[src/sv/f2h8_pkg.sv]
// ----------------------------------------------------------------------------
// f2h8_pkg
// Shared types and constants for the float to HiFloat8 encoder.
// ----------------------------------------------------------------------------
package f2h8_pkg;

    // Source format select
    typedef logic [1:0] fmt_t;

    localparam fmt_t FMT_FP32 = 2'd0;
    localparam fmt_t FMT_FP16 = 2'd1;
    localparam fmt_t FMT_BF16 = 2'd2;

    // Unbiased exponent, wide enough for every source format
    typedef logic signed [8:0] exp_t;

    localparam exp_t BIAS_FP32     = 9'sd127;
    localparam exp_t BIAS_FP16     = 9'sd15;
    localparam exp_t EXP_FLUSH_MIN = -9'sd22;  // below this flush to zero
    localparam exp_t EXP_NORM_MIN  = -9'sd15;  // lowest dot-coded exponent
    localparam exp_t EXP_SAT       = 9'sd15;   // this and above saturate

    localparam logic [4:0] DENORM_OFFSET = 5'd23;
    localparam logic [4:0] DENORM_LIMIT  = 5'd8;

    // Fixed output codes; magnitudes take the sign in bit 7
    localparam logic [7:0] HIF8_NAN      = 8'h80;
    localparam logic [7:0] HIF8_ZERO     = 8'h00;
    localparam logic [6:0] HIF8_INF_MAG  = 7'h6F;
    localparam logic [6:0] HIF8_SAT_MAG  = 7'h6E;
    localparam logic [6:0] HIF8_EXP_M15  = 7'h7E;

endpackage

[src/sv/f2h8_encode.sv]
// ----------------------------------------------------------------------------
// f2h8_encode
// Combinational conversion of one FP32, FP16 or BF16 pattern to HiFloat8.
// ----------------------------------------------------------------------------
module f2h8_encode (
    input  f2h8_pkg::fmt_t src_format,
    input  logic [31:0]    src_bits,
    output logic [7:0]     hif8_code
);

    logic              sign;
    logic [7:0]        exp_field;
    logic              exp_ones;
    logic [22:0]       frac;
    f2h8_pkg::exp_t    bias;
    f2h8_pkg::exp_t    e;

    logic [5:0]        e6;
    logic [5:0]        e6_abs;
    logic [3:0]        mag;
    logic              carry;
    logic [2:0]        q;
    logic [5:0]        e_fin;
    logic [5:0]        e_fin_abs;
    logic [3:0]        mag_fin;
    logic              neg_fin;
    logic [6:0]        norm_code;

    logic [4:0]        den_cnt;

    // Field extraction; fraction left-aligned to 23 bits
    always_comb
    begin
        case (src_format)
            f2h8_pkg::FMT_FP16:
            begin
                sign      = src_bits[15];
                exp_field = {3'b000, src_bits[14:10]};
                exp_ones  = &src_bits[14:10];
                frac      = {src_bits[9:0], 13'b0};
                bias      = f2h8_pkg::BIAS_FP16;
            end
            f2h8_pkg::FMT_BF16:
            begin
                sign      = src_bits[15];
                exp_field = src_bits[14:7];
                exp_ones  = &src_bits[14:7];
                frac      = {src_bits[6:0], 16'b0};
                bias      = f2h8_pkg::BIAS_FP32;
            end
            default:
            begin
                sign      = src_bits[31];
                exp_field = src_bits[30:23];
                exp_ones  = &src_bits[30:23];
                frac      = src_bits[22:0];
                bias      = f2h8_pkg::BIAS_FP32;
            end
        endcase
    end

    assign e = $signed({1'b0, exp_field}) - bias;

    // Round on one guard bit below the kept fraction; all ones carries out
    assign e6     = e[5:0];
    assign e6_abs = e6[5] ? (6'd0 - e6) : e6;
    assign mag    = e6_abs[3:0];

    always_comb
    begin
        if (mag <= 4'd3)
        begin
            carry = (&frac[22:20]) & frac[19];
            q     = frac[22:20] + {2'b00, frac[19]};
        end
        else if (mag <= 4'd7)
        begin
            carry = (&frac[22:21]) & frac[20];
            q     = {1'b0, frac[22:21] + {1'b0, frac[20]}};
        end
        else
        begin
            carry = frac[22] & frac[21];
            q     = {2'b00, frac[22] ^ frac[21]};
        end
        if (carry)
        begin
            q = 3'd0;
        end
    end

    assign e_fin     = e6 + {5'd0, carry};
    assign neg_fin   = e_fin[5];
    assign e_fin_abs = neg_fin ? (6'd0 - e_fin) : e_fin;
    assign mag_fin   = e_fin_abs[3:0];

    // Dot field picks exponent width from the magnitude of the exponent
    always_comb
    begin
        if (mag_fin == 4'd0)
        begin
            norm_code = {4'b0001, q};
        end
        else if (mag_fin == 4'd1)
        begin
            norm_code = {3'b001, neg_fin, q};
        end
        else if (mag_fin <= 4'd3)
        begin
            norm_code = {2'b01, neg_fin, mag_fin[0], q};
        end
        else if (mag_fin <= 4'd7)
        begin
            norm_code = {2'b10, neg_fin, mag_fin[1:0], q[1:0]};
        end
        else
        begin
            norm_code = {2'b11, neg_fin, mag_fin[2:0], q[0]};
        end
    end

    assign den_cnt = e[4:0] + f2h8_pkg::DENORM_OFFSET + {4'd0, frac[22]};

    always_comb
    begin
        if (exp_ones && (frac != 23'd0))
        begin
            hif8_code = f2h8_pkg::HIF8_NAN;
        end
        else if (exp_ones)
        begin
            hif8_code = {sign, f2h8_pkg::HIF8_INF_MAG};
        end
        else if ((exp_field == 8'd0) || (e < f2h8_pkg::EXP_FLUSH_MIN))
        begin
            hif8_code = f2h8_pkg::HIF8_ZERO;
        end
        else if (e >= f2h8_pkg::EXP_SAT)
        begin
            hif8_code = {sign, f2h8_pkg::HIF8_SAT_MAG};
        end
        else if (e < f2h8_pkg::EXP_NORM_MIN)
        begin
            // Denormal count that rounds up to 8 becomes 2^-15
            if (den_cnt >= f2h8_pkg::DENORM_LIMIT)
            begin
                hif8_code = {sign, f2h8_pkg::HIF8_EXP_M15};
            end
            else
            begin
                hif8_code = {sign, 4'b0000, den_cnt[2:0]};
            end
        end
        else
        begin
            hif8_code = {sign, norm_code};
        end
    end

endmodule

[src/sv/float_to_hifloat8_encoder_top.sv]
// Pipeline: a transaction passes through the input register, then the result
//   register, and is held on the output until taken.
// Throughput: one transaction per cycle while out_stall is low; the encoder is
//   a single pass of combinational logic between the two registers.
// Reset: clears both valid flags and sets the source format to FP32.
// ----------------------------------------------------------------------------
// float_to_hifloat8_encoder_top
// Two-register pipeline converting FP32/FP16/BF16 values to HiFloat8 bytes.
// ----------------------------------------------------------------------------
module float_to_hifloat8_encoder_top (
    input  logic        clk,
    input  logic        rst_n,

    input  logic        cfg_we,
    input  logic [1:0]  cfg_data,

    input  logic        in_valid,
    output logic        in_stall,
    input  logic [31:0] src_bits,

    output logic        out_valid,
    input  logic        out_stall,
    output logic [7:0]  hif8_code
);

    f2h8_pkg::fmt_t fmt_reg;
    logic           s1_valid_reg;
    logic           s1_valid_next;
    logic [31:0]    s1_bits_reg;
    logic           out_valid_reg;
    logic           out_valid_next;
    logic [7:0]     code_reg;
    logic [7:0]     code_next;

    logic           out_load;
    logic           s1_load;

    // Advance a stage when the one after it is empty or moving
    assign out_load = !out_valid_reg || !out_stall;
    assign s1_load  = !s1_valid_reg || out_load;
    assign in_stall = !s1_load;

    assign s1_valid_next  = s1_load ? in_valid : s1_valid_reg;
    assign out_valid_next = out_load ? s1_valid_reg : out_valid_reg;

    f2h8_encode u_encode (
        .src_format (fmt_reg),
        .src_bits   (s1_bits_reg),
        .hif8_code  (code_next)
    );

    always_ff @(posedge clk or negedge rst_n)
    begin
        if (!rst_n)
        begin
            fmt_reg       <= f2h8_pkg::FMT_FP32;
            s1_valid_reg  <= 1'b0;
            out_valid_reg <= 1'b0;
        end
        else
        begin
            if (cfg_we)
            begin
                fmt_reg <= cfg_data;
            end
            s1_valid_reg  <= s1_valid_next;
            out_valid_reg <= out_valid_next;
        end
    end

    always_ff @(posedge clk)
    begin
        if (s1_load && in_valid)
        begin
            s1_bits_reg <= src_bits;
        end
        if (out_load && s1_valid_reg)
        begin
            code_reg <= code_next;
        end
    end

    assign out_valid = out_valid_reg;
    assign hif8_code = code_reg;

endmodule
[config.mk]
export PLATFORM = sky130hd
export DESIGN_NAME = float_to_hifloat8_encoder_top
export DESIGN_NICKNAME = d
export VERILOG_FILES = /design/src/sv/f2h8_pkg.sv /design/src/sv/f2h8_encode.sv /design/src/sv/float_to_hifloat8_encoder_top.sv
export SDC_FILE = /design/constraint.sdc
export NUM_CORES = 1
export LEC_CHECK = 0
export ABC_AREA = 1
export BUFFER_PORTS_ARGS = -buffer_cell sky130_fd_sc_hd__buf_2
export CAP_MARGIN = 5
export CORE_UTILIZATION = 47
export CTS_CLUSTER_SIZE = 28
export DETAILED_ROUTE_END_ITERATION = 12
export PLACE_DENSITY = 0.78
export SLEW_MARGIN = 20
export SYNTH_ARGS = -nofsm -noshare
export SYNTH_HDL_FRONTEND = slang
export SYNTH_SLANG_ARGS = --single-unit
[constraint.sdc]
create_clock -name clk -period 4.8 [get_ports clk]
set_input_delay 0.24 -clock clk [delete_from_list [all_inputs] [get_ports clk]]
set_output_delay 0.24 -clock clk [all_outputs]
set_load 0.01 [all_outputs]
==> reports/metrics.csv, run 1 <==
metric,value,unit
status,completed,
crit path DAT,4.55,ns
fraction of registers with async set/reset,0.0909,
fin. max-slew vios,0,
hold path cells,1,
Levels on crit path,31,
number of flip-flops in the largest register,32,
initial antenna violation count,0,
num ports,49,
worst vdd ir,206,µV
final worst-path cycle share,0.917,
relative slew slack,0.498,
synthesized cell area,3260,µm²
vias per std cell,5.25,
CP max stage cell,dfrtp_1,
port bufs,48,
Worst-path clk slew,0.08,ns
"EDFF count, synth",40,
Synthesis Warnings,0,
critical path class,reg2reg,
Layout Skew,0.00651,ns
crit path launch type,flop,
cell leakage power,1.72,nW
share of layout cells above drive strength 1,0.289,
vias in the first global route,2628,
Post-CTS Setup Bufs,0,
Mapped Cells,373,
DR vias,2657,
Fillers,609,
Achievable Freq,227,MHz
Synth area leader,edfxtp_1,
final-stage net count,483,
Die W,85.3,µm
largest fanout on the critical path,7,
Seq cells post-synth,44,
gpl congestion,0.859,
CP Capture Type,flop,
RSZ-0062 raised after global routing,no,
Core Region,6760,µm²
critical path's top delay family,simple AND/OR/NAND/NOR gates,
Setup TNS Final,0,ns
number of distinct library cells after synthesis,47,
CTS buffer count,5,
num rows,30,
Worst Hold Class,in2reg,
DRC,0,
post-synth top area share,0.368,
H-tree depth,2,
first-pass GRT wire length,11.3,mm
Die Y,85.3,µm
MaxCap Viol Count,0,
Total Routing Usage GR,0.192,
register area share after synthesis,0.399,
worst stage delay on the critical path,0.39,ns
Post-synth top cells,"88 x nand2_1, 46 x inv_1, 40 x edfxtp_1",
DRT iter0 DRCs,144,
GRT overflow,0,
final setup violation count,0,
Area Overhead vs Synth,14.1,%
Tmin final,4.40,ns
R2R depth,31,
wire per inst,12.8,µm
synthesized net count,431,
"count leader, synth",nand2_1,
"top cells by area, synth","edfxtp_1 37%, nand2_1 10%, ha_1 7.3%",
Inserted Diodes,0,
Max Buffers Root-to-Sink,2,
"Core Util, Final",0.551,
worst slew pin tran,0.753,ns
Final Hold Viols,0,
"most used cell, CP",inv_1,
clk_lat worst skew,0.29,ns
Clock Sinks,44,
Synth Area per Inst,8.75,µm²
PwrDens,452,nW/µm²
Critical Path RT,4.95,ns
Most used DFF post-synth,edfxtp_1,
TritonCTS clock tree,done,
Clock Root Buffer,clkbuf_8,
die footprint,7280,µm²
Post-DP HPWL,5.24,mm
pin count of the biggest net entering global routing,33,
worst path bufs/invs,8,
DRT Wirelength,6.48,mm
initial cell density of the core,0.483,
Post-DRT Antenna Nets,0,
DRT Pass-1 Iters,5,
==> power breakdown <==
group	total [mW]	leakage, nW	switching, mW	internal [mW]
clock	0.294	0.0614	0.124	0.170
sequential	0.488	0.434	0.0159	0.472
combinational	0.900	1.22	0.583	0.317
total	1.68	1.72	0.723	0.959
==> path summary, 6_finish.rpt <==
| check | to | start | slack (ns) |
|---|---|---|---|
| hold reg to reg | out_valid | s1_valid_reg | 0.47 |
| hold / removal | s1_bits_reg[19] | src_bits[19] | 0.12 |
| setup reg to reg | hif8_code[4] | fmt_reg[0] | 0.40 |
| min in group asynchronous | fmt_reg[1] | rst_n | 0.28 |
| setup / recovery | hif8_code[4] | fmt_reg[0] | 0.40 |
| max in group asynchronous | fmt_reg[0] | rst_n | 4.39 |
==> repair_timing <==
item,in CTS,in global routing
hold buffers,1,0
setup endpoints to repair,0,6
endpoints found under the hold margin,4,0
resized for setup,0,7
==> per-layer routing <==
layer  global-route usage  part of all wire
met4               0.0697             0.022
met3               0.0370             0.039
met5                    0                 0
met1                0.229              0.44
met2                0.344              0.50
==> area by class of cell <==
type                       count  area (µm²)  share of cell area
clock buffer                   6        82.6              0.0222
clock inverter                 2        38.8              0.0104
inverter                      55         214              0.0574
multi-input combinational    270        1740               0.467
sequential                    44        1300               0.349
tap                           80         100              0.0269
timing repair buffer          49         250              0.0672
==> cell families (layout without fill, tap and decap cells) <==
kind of cell	after synthesis	in the layout	synth area share
AO/OA/AOI/OAI	42	42	0.0774
XOR/XNOR	6	6	0.0184
adder cells (fa/ha/maj)	19	19	0.0728
buffers and inverters	59	112	0.0759
flip-flops	44	44	0.399
AND/OR/NAND/NOR	203	203	0.357
==> metrics by stage <==
stage	power (mW)	setup slack (ns)	hold WS, ns	cell area (µm²)	std cells
2_1_floorplan	1.20	0.741	-0.0556	3260	373
3_3_place_gp	1.35	0.470	0.0481	3570	497
3_5_place_dp	1.37	0.267	0.0522	3570	497
4_1_cts	1.67	0.210	0.108	3700	506
5_1_grt	1.83	0.00810	0.0983	3720	506
6_report	1.68	0.396	0.118	3720	506
==> cell usage in the layout (no fill, tap or decap), types with 2 or more instances in the layout <==
| master | Yosys | final |
|---|---|---|
| a21oi_1 | 13 | 13 |
| buf_2 | 0 | 48 |
| clkbuf_8 | 0 | 6 |
| dfrtp_1 | 4 | 4 |
| edfxtp_1 | 40 | 40 |
| ha_1 | 19 | 16 |
| ha_2 | 0 | 3 |
| inv_1 | 46 | 44 |
| inv_2 | 6 | 8 |
| nand2_1 | 88 | 88 |
| nand2_2 | 13 | 13 |
| nand2_4 | 8 | 8 |
| nand2_8 | 2 | 2 |
| nand3_1 | 28 | 28 |
| nand3_2 | 12 | 12 |
| nand3_4 | 3 | 3 |
| nand3b_1 | 2 | 2 |
| nand4_1 | 6 | 6 |
| nor2_1 | 17 | 16 |
| nor2_2 | 2 | 3 |
| nor2_4 | 5 | 5 |
| nor3_1 | 7 | 6 |
| nor4_1 | 4 | 4 |
| o211ai_1 | 5 | 5 |
| o21ai_0 | 11 | 11 |
| o21ai_1 | 2 | 2 |
| o22ai_1 | 3 | 3 |
| xnor2_1 | 2 | 2 |
| xor2_1 | 3 | 2 |
| xor2_2 | 1 | 2 |
No activity file was read; power rests on OpenSTA's default activity.
==> inputs of run 2 (changes only) <==
--- a/config.mk
+++ b/config.mk
@@ -12,6 +12,8 @@
 export CTS_CLUSTER_SIZE = 28
 export DETAILED_ROUTE_END_ITERATION = 12
 export PLACE_DENSITY = 0.78
+export RECOVER_POWER = 50
+export SETUP_SLACK_MARGIN = 0.5
 export SLEW_MARGIN = 20
 export SYNTH_ARGS = -nofsm -noshare
 export SYNTH_HDL_FRONTEND = slang
==> reports/metrics.csv, run 2 (synthesized netlist as in run 1, its figures left out) <==
metric,value,unit,change
status,completed,,unchanged
cell chain of the critical path,ha_4 > clkinv_8 > buf_2 > buf_4 > o21ai_0 > inv_1 > ha_1 > ha_1 > nand2_1 > nand3_1 > nand2_2 > inv_2 > ha_4 > xor2_2 > inv_2 > ha_1 > nand3_1 > nand2_2 > nor2_2 > o21ai_0 > nand2_1 > a21oi_1,,
worst vdd ir,202,µV,was 206 µV
pre-CTS setup slack,0.267,ns,unchanged
CTS buffer count,5,,unchanged
number of flip-flops in the largest register,32,,unchanged
PwrDens,459,nW/µm²,was 452 nW/µm²
Inserted Diodes,0,,unchanged
final-stage net count,508,,was 483
Area Overhead vs Synth,24.8,%,was 14.1%
Clock Root Buffer,clkbuf_8,,unchanged
GRT overflow,0,,unchanged
wire per inst,13.9,µm,was 12.8 µm
gpl congestion,0.859,,unchanged
Pwr Total,1.87,mW,was 1.68 mW
Critical Path RT,4.95,ns,about the same
fin area,4080,µm²,was 3720 µm²
die footprint,7280,µm²,unchanged
crit path DAT,4.32,ns,was 4.55 ns
"leading cell types in the layout, fill and taps excluded","78 x nand2_1, 40 x edfxtp_1, 39 x inv_1, 39 x buf_2, 24 x nand3_1",,"was 88 x nand2_1, 48 x buf_2, 44 x inv_1"
H-tree depth,2,,unchanged
Core Region,6760,µm²,unchanged
largest fanout on the critical path,7,,unchanged
first-pass GRT wire length,11.5,mm,was 11.3 mm
Setup TNS Final,0,ns,unchanged
worst slew pin tran,0.751,ns,was 0.753 ns
vias in the first global route,2687,,"was 2,628"
Post-DP HPWL,5.24,mm,unchanged
"most used cell, CP",ha_1,,was inv_1
critical path class,reg2reg,,unchanged
share of layout cells above drive strength 1,0.361,,was 0.289
DRT Pass-1 Iters,4,,was 5
TritonCTS clock tree,done,,unchanged
"most common cell after layout, fill and taps aside",nand2_1,,unchanged
Total Routing Usage GR,0.196,,was 0.192
Clock Sinks,44,,unchanged
fin. max-slew vios,0,,unchanged
worst r2r src,fmt_reg[1],,was fmt_reg[0]
CP max stage cell,o21ai_0,,was dfrtp_1
Post-DRT Antenna Nets,0,,unchanged
num ports,49,,unchanged
DRC,0,,unchanged
vias per std cell,5.34,,was 5.25
initial cell density of the core,0.483,,unchanged
RSZ-0062 raised after global routing,no,,unchanged
DRT Wirelength,7.40,mm,was 6.48 mm
DRT iter0 DRCs,114,,was 144
num rows,30,,unchanged
Achievable Freq,240,MHz,was 227 MHz
final worst-path cycle share,0.868,,was 0.917
Final Hold Viols,0,,unchanged
port bufs,48,,unchanged
beginning of the worst hold path,src_bits[26],,was src_bits[19]
Post-DP Area,3570,µm²,unchanged
Tmin final,4.17,ns,was 4.40 ns
MaxCap Viol Count,0,,unchanged
DR vias,2838,,"was 2,657"
final setup violation count,0,,unchanged
pin count of the biggest net entering global routing,33,,unchanged
Worst Hold Class,in2reg,,unchanged
Worst-path clk slew,0.08,ns,about the same
worst stage delay on the critical path,0.49,ns,was 0.39 ns
Die Y,85.3,µm,unchanged
Max Buffers Root-to-Sink,2,,unchanged
cell leakage power,1.84,nW,was 1.72 nW
clk_lat worst skew,0.29,ns,about the same
initial antenna violation count,0,,unchanged
reg2reg setup slack,0.63,ns,was 0.40 ns
Layout Skew,0.00518,ns,was 0.00651 ns
relative slew slack,0.500,,was 0.498
final worst slack,0.633,ns,was 0.396 ns
Die W,85.3,µm,unchanged
CP Capture Type,flop,,unchanged
CP startpoint,fmt_reg[1],,was fmt_reg[0]
crit path launch type,flop,,unchanged
-- run 2: power by group --
part	leakage [nW]	switching [mW]	internal, mW
Clock	0.0614	0.124	0.170
Combinational	1.34	0.678	0.410
Sequential	0.434	0.0175	0.472
Total	1.84	0.819	1.05
-- run 2: cell type report --
cell class	instances	area (µm²)
flip-flops and latches	44	1300
clock buffers	6	82.6
clock inverters	2	38.8
repair inverters	1	8.76
fillers	562	2680
multi-input cells	270	1900
well taps	80	100
repair buffers	73	419
inverters	55	228
-- run 2: worst paths after layout --
path | endpoint | depth (start not counted)
hold / removal | s1_bits_reg[26] | 1
setup reg to reg | hif8_code[5] | 22
setup / recovery | hif8_code[5] | 22
min in group asynchronous | out_valid | 2
max in group asynchronous | fmt_reg[0] | 2
hold reg to reg | out_valid | 2
-- run 2: stage by stage --
stage	std cells	util	hold WS, ns
floorplan	373	-	-0.0556
global placement	497	0.529	0.0481
detailed placement	497	0.529	0.0522
CTS	509	0.559	0.108
global route	531	0.603	0.0983
finish	531	0.603	0.118
-- run 2: worst max-delay path, delay by kind of cell (launching register included) --
family,cells,cell delay (ns)
AOI/OAI and AO/OA,3,0.85
xor gates and xnor gates,1,0.18
adders and majority gates,5,1.23
buffers and inverters,6,0.68
DFF,1,0.43
and+or+nand+nor,7,0.64
-- run 2: routing by layer --
metal	GRT usage	vias up	wire, µm	share of wire
met5	0	-	0	0
met2	0.353	101	3700	0.50
met1	0.233	1302	3080	0.42
li1	-	1407	-	-
met4	0.0727	0	267	0.036
met3	0.0379	28	347	0.047
-- run 2: repair_timing --
| item | in CTS | in global routing |
|---|---|---|
| endpoints found under the hold margin | 4 | 0 |
| hold buffers | 1 | 0 |
| pin swaps | 2 | 29 |
| gates resized for setup | 10 | 40 |
| endpoints found under the setup margin | 6 | 6 |
| buffers inserted | 3 | 21 |
| cloned | 0 | 1 |
==> inputs of run 3 (changes only) <==
--- a/config.mk
+++ b/config.mk
@@ -5,7 +5,6 @@
 export SDC_FILE = /design/constraint.sdc
 export NUM_CORES = 1
 export LEC_CHECK = 0
-export ABC_AREA = 1
 export BUFFER_PORTS_ARGS = -buffer_cell sky130_fd_sc_hd__buf_2
 export CAP_MARGIN = 5
 export CORE_UTILIZATION = 47
==> reports/metrics.csv, run 3 <==
metric,value,unit,change
Logic pwr share,0.584,,was 0.581
Most used DFF post-synth,edfxtp_1,,unchanged
CP max stage cell,or4_4,,was o21ai_0
cell leakage power,1.76,nW,was 1.84 nW
cell chain of the critical path,inv_2 > ha_4 > nor2b_4 > or2_4 > inv_4 > ha_4 > buf_6 > nor3_4 > or4_4 > or3_4 > nand3_4 > nor2_4 > o2bb2ai_4 > ha_4 > and2_4 > nor3_2 > mux2i_1 > nand2_1 > xnor2_2 > or3_4 > and2_4 > or3_1 > a31oi_1,,was ha_4 > clkinv_8 > buf_2 > buf_4 > o21ai_0 > inv_1 > ha_1 > ha_1 > nand2_1 > nand3_1 > nand2_2 > inv_2 > ha_4 > xor2_2 > inv_2 > ha_1 > nand3_1 > nand2_2 > nor2_2 > o21ai_0 > nand2_1 > a21oi_1
Clock Sinks,44,,unchanged
share of layout cells above drive strength 1,0.412,,was 0.361
crit path launch type,flop,,unchanged
Worst Hold Class,in2reg,,unchanged
CP Capture Type,flop,,unchanged
worst vdd ir,307,µV,was 202 µV
CTS buffer count,5,,unchanged
Clock Root Buffer,clkbuf_8,,unchanged
Layout Skew,0.0128,ns,was 0.00518 ns
fin. max-slew vios,0,,unchanged
RSZ-0062 raised after global routing,yes,,was no
Post-DP Area,3900,µm²,was 3570 µm²
Max Buffers Root-to-Sink,2,,unchanged
final setup violation count,0,,unchanged
status,completed,,unchanged
Core Region,6390,µm²,was 6760 µm²
share of total power in sequential cells,0.262,,about the same
met2 routed WL,4.09,mm,was 3.70 mm
initial antenna violation count,0,,unchanged
MaxCap Viol Count,0,,unchanged
H-tree depth,2,,unchanged
Worst-path clk slew,0.09,ns,was 0.08 ns
Die Y,83.5,µm,was 85.3 µm
WL met1,3.39,mm,was 3.08 mm
relative slew slack,0.483,,was 0.500
Seq cells post-synth,44,,unchanged
"count leader, synth",edfxtp_1,,was nand2_1
Synth area leader,edfxtp_1,,unchanged
Post-synth top cells,"40 x edfxtp_1, 31 x nand2_1, 22 x o21ai_0",,"was 88 x nand2_1, 46 x inv_1, 40 x edfxtp_1"
Die W,83.5,µm,was 85.3 µm
PwrDens,430,nW/µm²,was 459 nW/µm²
synthesized net count,371,,was 431
reg2reg setup slack,0.06,ns,was 0.63 ns
Clk network pwr share,0.154,,was 0.157
worst slew pin tran,0.772,ns,was 0.751 ns
"EDFF count, synth",40,,unchanged
Synth Area per Inst,9.99,µm²,was 8.75 µm²
Fillers,494,,was 562
Achievable Freq,211,MHz,was 240 MHz
gpl congestion,0.929,,was 0.859
critical path's top delay family,simple AND/OR/NAND/NOR gates,,was adder cells
Inserted Diodes,0,,unchanged
final worst-path cycle share,0.987,,was 0.868
Post-DRT Antenna Nets,0,,unchanged
"top cells by area, synth","edfxtp_1 38%, ha_1 7.6%, nand2_1 3.7%",,"was edfxtp_1 37%, nand2_1 10%, ha_1 7.3%"
port bufs,48,,unchanged
clk_lat worst skew,0.31,ns,was 0.29 ns
crit path DAT,4.89,ns,was 4.32 ns
critical path class,reg2reg,,unchanged
number of distinct library cells after synthesis,62,,was 47
"leading cell types in the layout, fill and taps excluded","63 x buf_4, 47 x buf_2, 40 x edfxtp_1",,"was 78 x nand2_1, 40 x edfxtp_1, 39 x inv_1, 39 x buf_2, 24 x nand3_1"
num ports,49,,unchanged
num rows,29,,was 30
GRT overflow,0,,unchanged
pin count of the biggest net entering global routing,33,,unchanged
Pwr Total,1.85,mW,was 1.87 mW
DR top layer,met4,,unchanged
TritonCTS clock tree,done,,unchanged
WL met3,338,µm,was 347 µm
Total Routing Usage GR,0.240,,was 0.196
Int Power,1.15,mW,was 1.05 mW
Synthesis Warnings,0,,unchanged
DRC,0,,unchanged
Final Hold Viols,0,,unchanged
Mapped Cells,313,,was 373
Net Sw Frac,0.380,,was 0.438
DR vias,2968,,"was 2,838"
vias in the first global route,2934,,"was 2,687"
worst stage delay on the critical path,0.57,ns,was 0.49 ns
Post-DP HPWL,6.16,mm,was 5.24 mm
fraction of registers with async set/reset,0.0909,,unchanged
wire per inst,16.3,µm,was 13.9 µm
initial cell density of the core,0.489,,was 0.483
"most common cell after layout, fill and taps aside",buf_4,,was nand2_1
Critical Path RT,4.95,ns,about the same
die footprint,6980,µm²,was 7280 µm²
DRT Pass-1 Iters,5,,was 4
synthesized cell area,3130,µm²,was 3260 µm²
number of flip-flops in the largest register,32,,unchanged
post-synth top area share,0.384,,was 0.368
switching pwr,0.704,mW,was 0.819 mW
DRT Wirelength,8.16,mm,was 7.40 mm
vias per std cell,5.91,,was 5.34
first-pass GRT wire length,13.5,mm,was 11.5 mm
final-stage net count,482,,was 508
"most used cell, CP",ha_4,,was ha_1
worst path bufs/invs,3,,was 6
register area share after synthesis,0.416,,was 0.399
Setup TNS Final,0,ns,unchanged
Tmin final,4.74,ns,was 4.17 ns
DRT iter0 DRCs,227,,was 114
Area Overhead vs Synth,37.9,%,was 24.8%
largest fanout on the critical path,6,,was 7
fin area,4310,µm²,was 4080 µm²
run 3: cell count changes after synthesis, sizes merged, moves of 7 or more:
cell and change:
o21ai +11, nand2 -80, a22oi +8, nand3 -35
inv -37, nor2b +7, nor2 -8
run 3: logic make-up (layout without fill, tap and decap cells):
| logic type | count (synthesis) | count (layout) | synth area share |
|---|---|---|---|
| DFF | 44 | 44 | 0.416 |
| xor gates and xnor gates | 11 | 11 | 0.0356 |
| and+or+nand+nor | 111 | 111 | 0.191 |
| AOI/OAI and AO/OA | 90 | 90 | 0.208 |
| buffers and inverters | 29 | 141 | 0.0428 |
| muxes | 9 | 9 | 0.0300 |
| adders and majority gates | 19 | 19 | 0.0761 |
run 3: per-stage QoR:
stage | hold slack [ns] | setup slack (ns) | cells | utilization
floorplan | -0.0556 | -0.116 | 313 | -
global placement | 0.0445 | 0.0556 | 472 | 0.610
detailed placement | 0.0483 | -0.0895 | 472 | 0.610
CTS | 0.0998 | 0.0940 | 497 | 0.665
global route | 0.105 | -0.144 | 502 | 0.675
finish | 0.103 | 0.0624 | 502 | 0.675
run 3: power by group through the flow:
stage / registers, mW / clock network (mW) / logic, mW
2_1_floorplan: 0.498 / 0 / 0.596
3_3_place_gp: 0.492 / 0 / 0.862
3_5_place_dp: 0.494 / 0 / 0.884
4_1_cts: 0.485 / 0.290 / 1.01
5_1_grt: 0.488 / 0.301 / 1.17
6_report: 0.485 / 0.286 / 1.08
run 3: worst register-to-register path: cells and delay by family (launching register included):
kind                     cells  cell delay (ns)
AO/OA/AOI/OAI                2             0.37
XOR/XNOR                     1             0.15
adder cells (fa/ha/maj)      3             0.56
buffers and inverters        3             0.28
flip-flops                   1             0.41
multiplexers                 1             0.12
AND/OR/NAND/NOR             13             2.71
run 3: area by class of cell:
cell class	count	area [µm²]	share of cell area
multi-input cells	240	1960	0.456
well taps	77	96.3	0.0224
repair buffers	116	767	0.178
inverters	17	68.8	0.0160
flip-flops and latches	44	1300	0.302
clock buffers	5	68.8	0.0160
clock inverters	3	42.5	0.00987
run 3: timing repair:
action / CTS / global route
endpoints found under the hold margin: 4 / 0
setup endpoints to repair: 6 / 6
hold buffers: 1 / 0
pin swaps: 24 / 8
resized for setup: 24 / 8
setup buffers: 16 / 5
run 3: per-layer routing:
metal / global-route usage / up-vias
met1: 0.289 / 1393
met5: 0 / -
li1: - / 1438
met2: 0.425 / 107
met3: 0.0366 / 30
met4: 0.103 / 0
run 3: path summary, 6_finish.rpt:
check | endpoint | start | cells after the start
min | s1_bits_reg[31] | src_bits[31] | 1
max | hif8_code[1] | fmt_reg[0] | 23
min reg2reg | out_valid | s1_valid_reg | 1
max in group asynchronous | out_valid | rst_n | 2
min in group asynchronous | fmt_reg[1] | rst_n | 2
max reg2reg | hif8_code[1] | fmt_reg[0] | 23
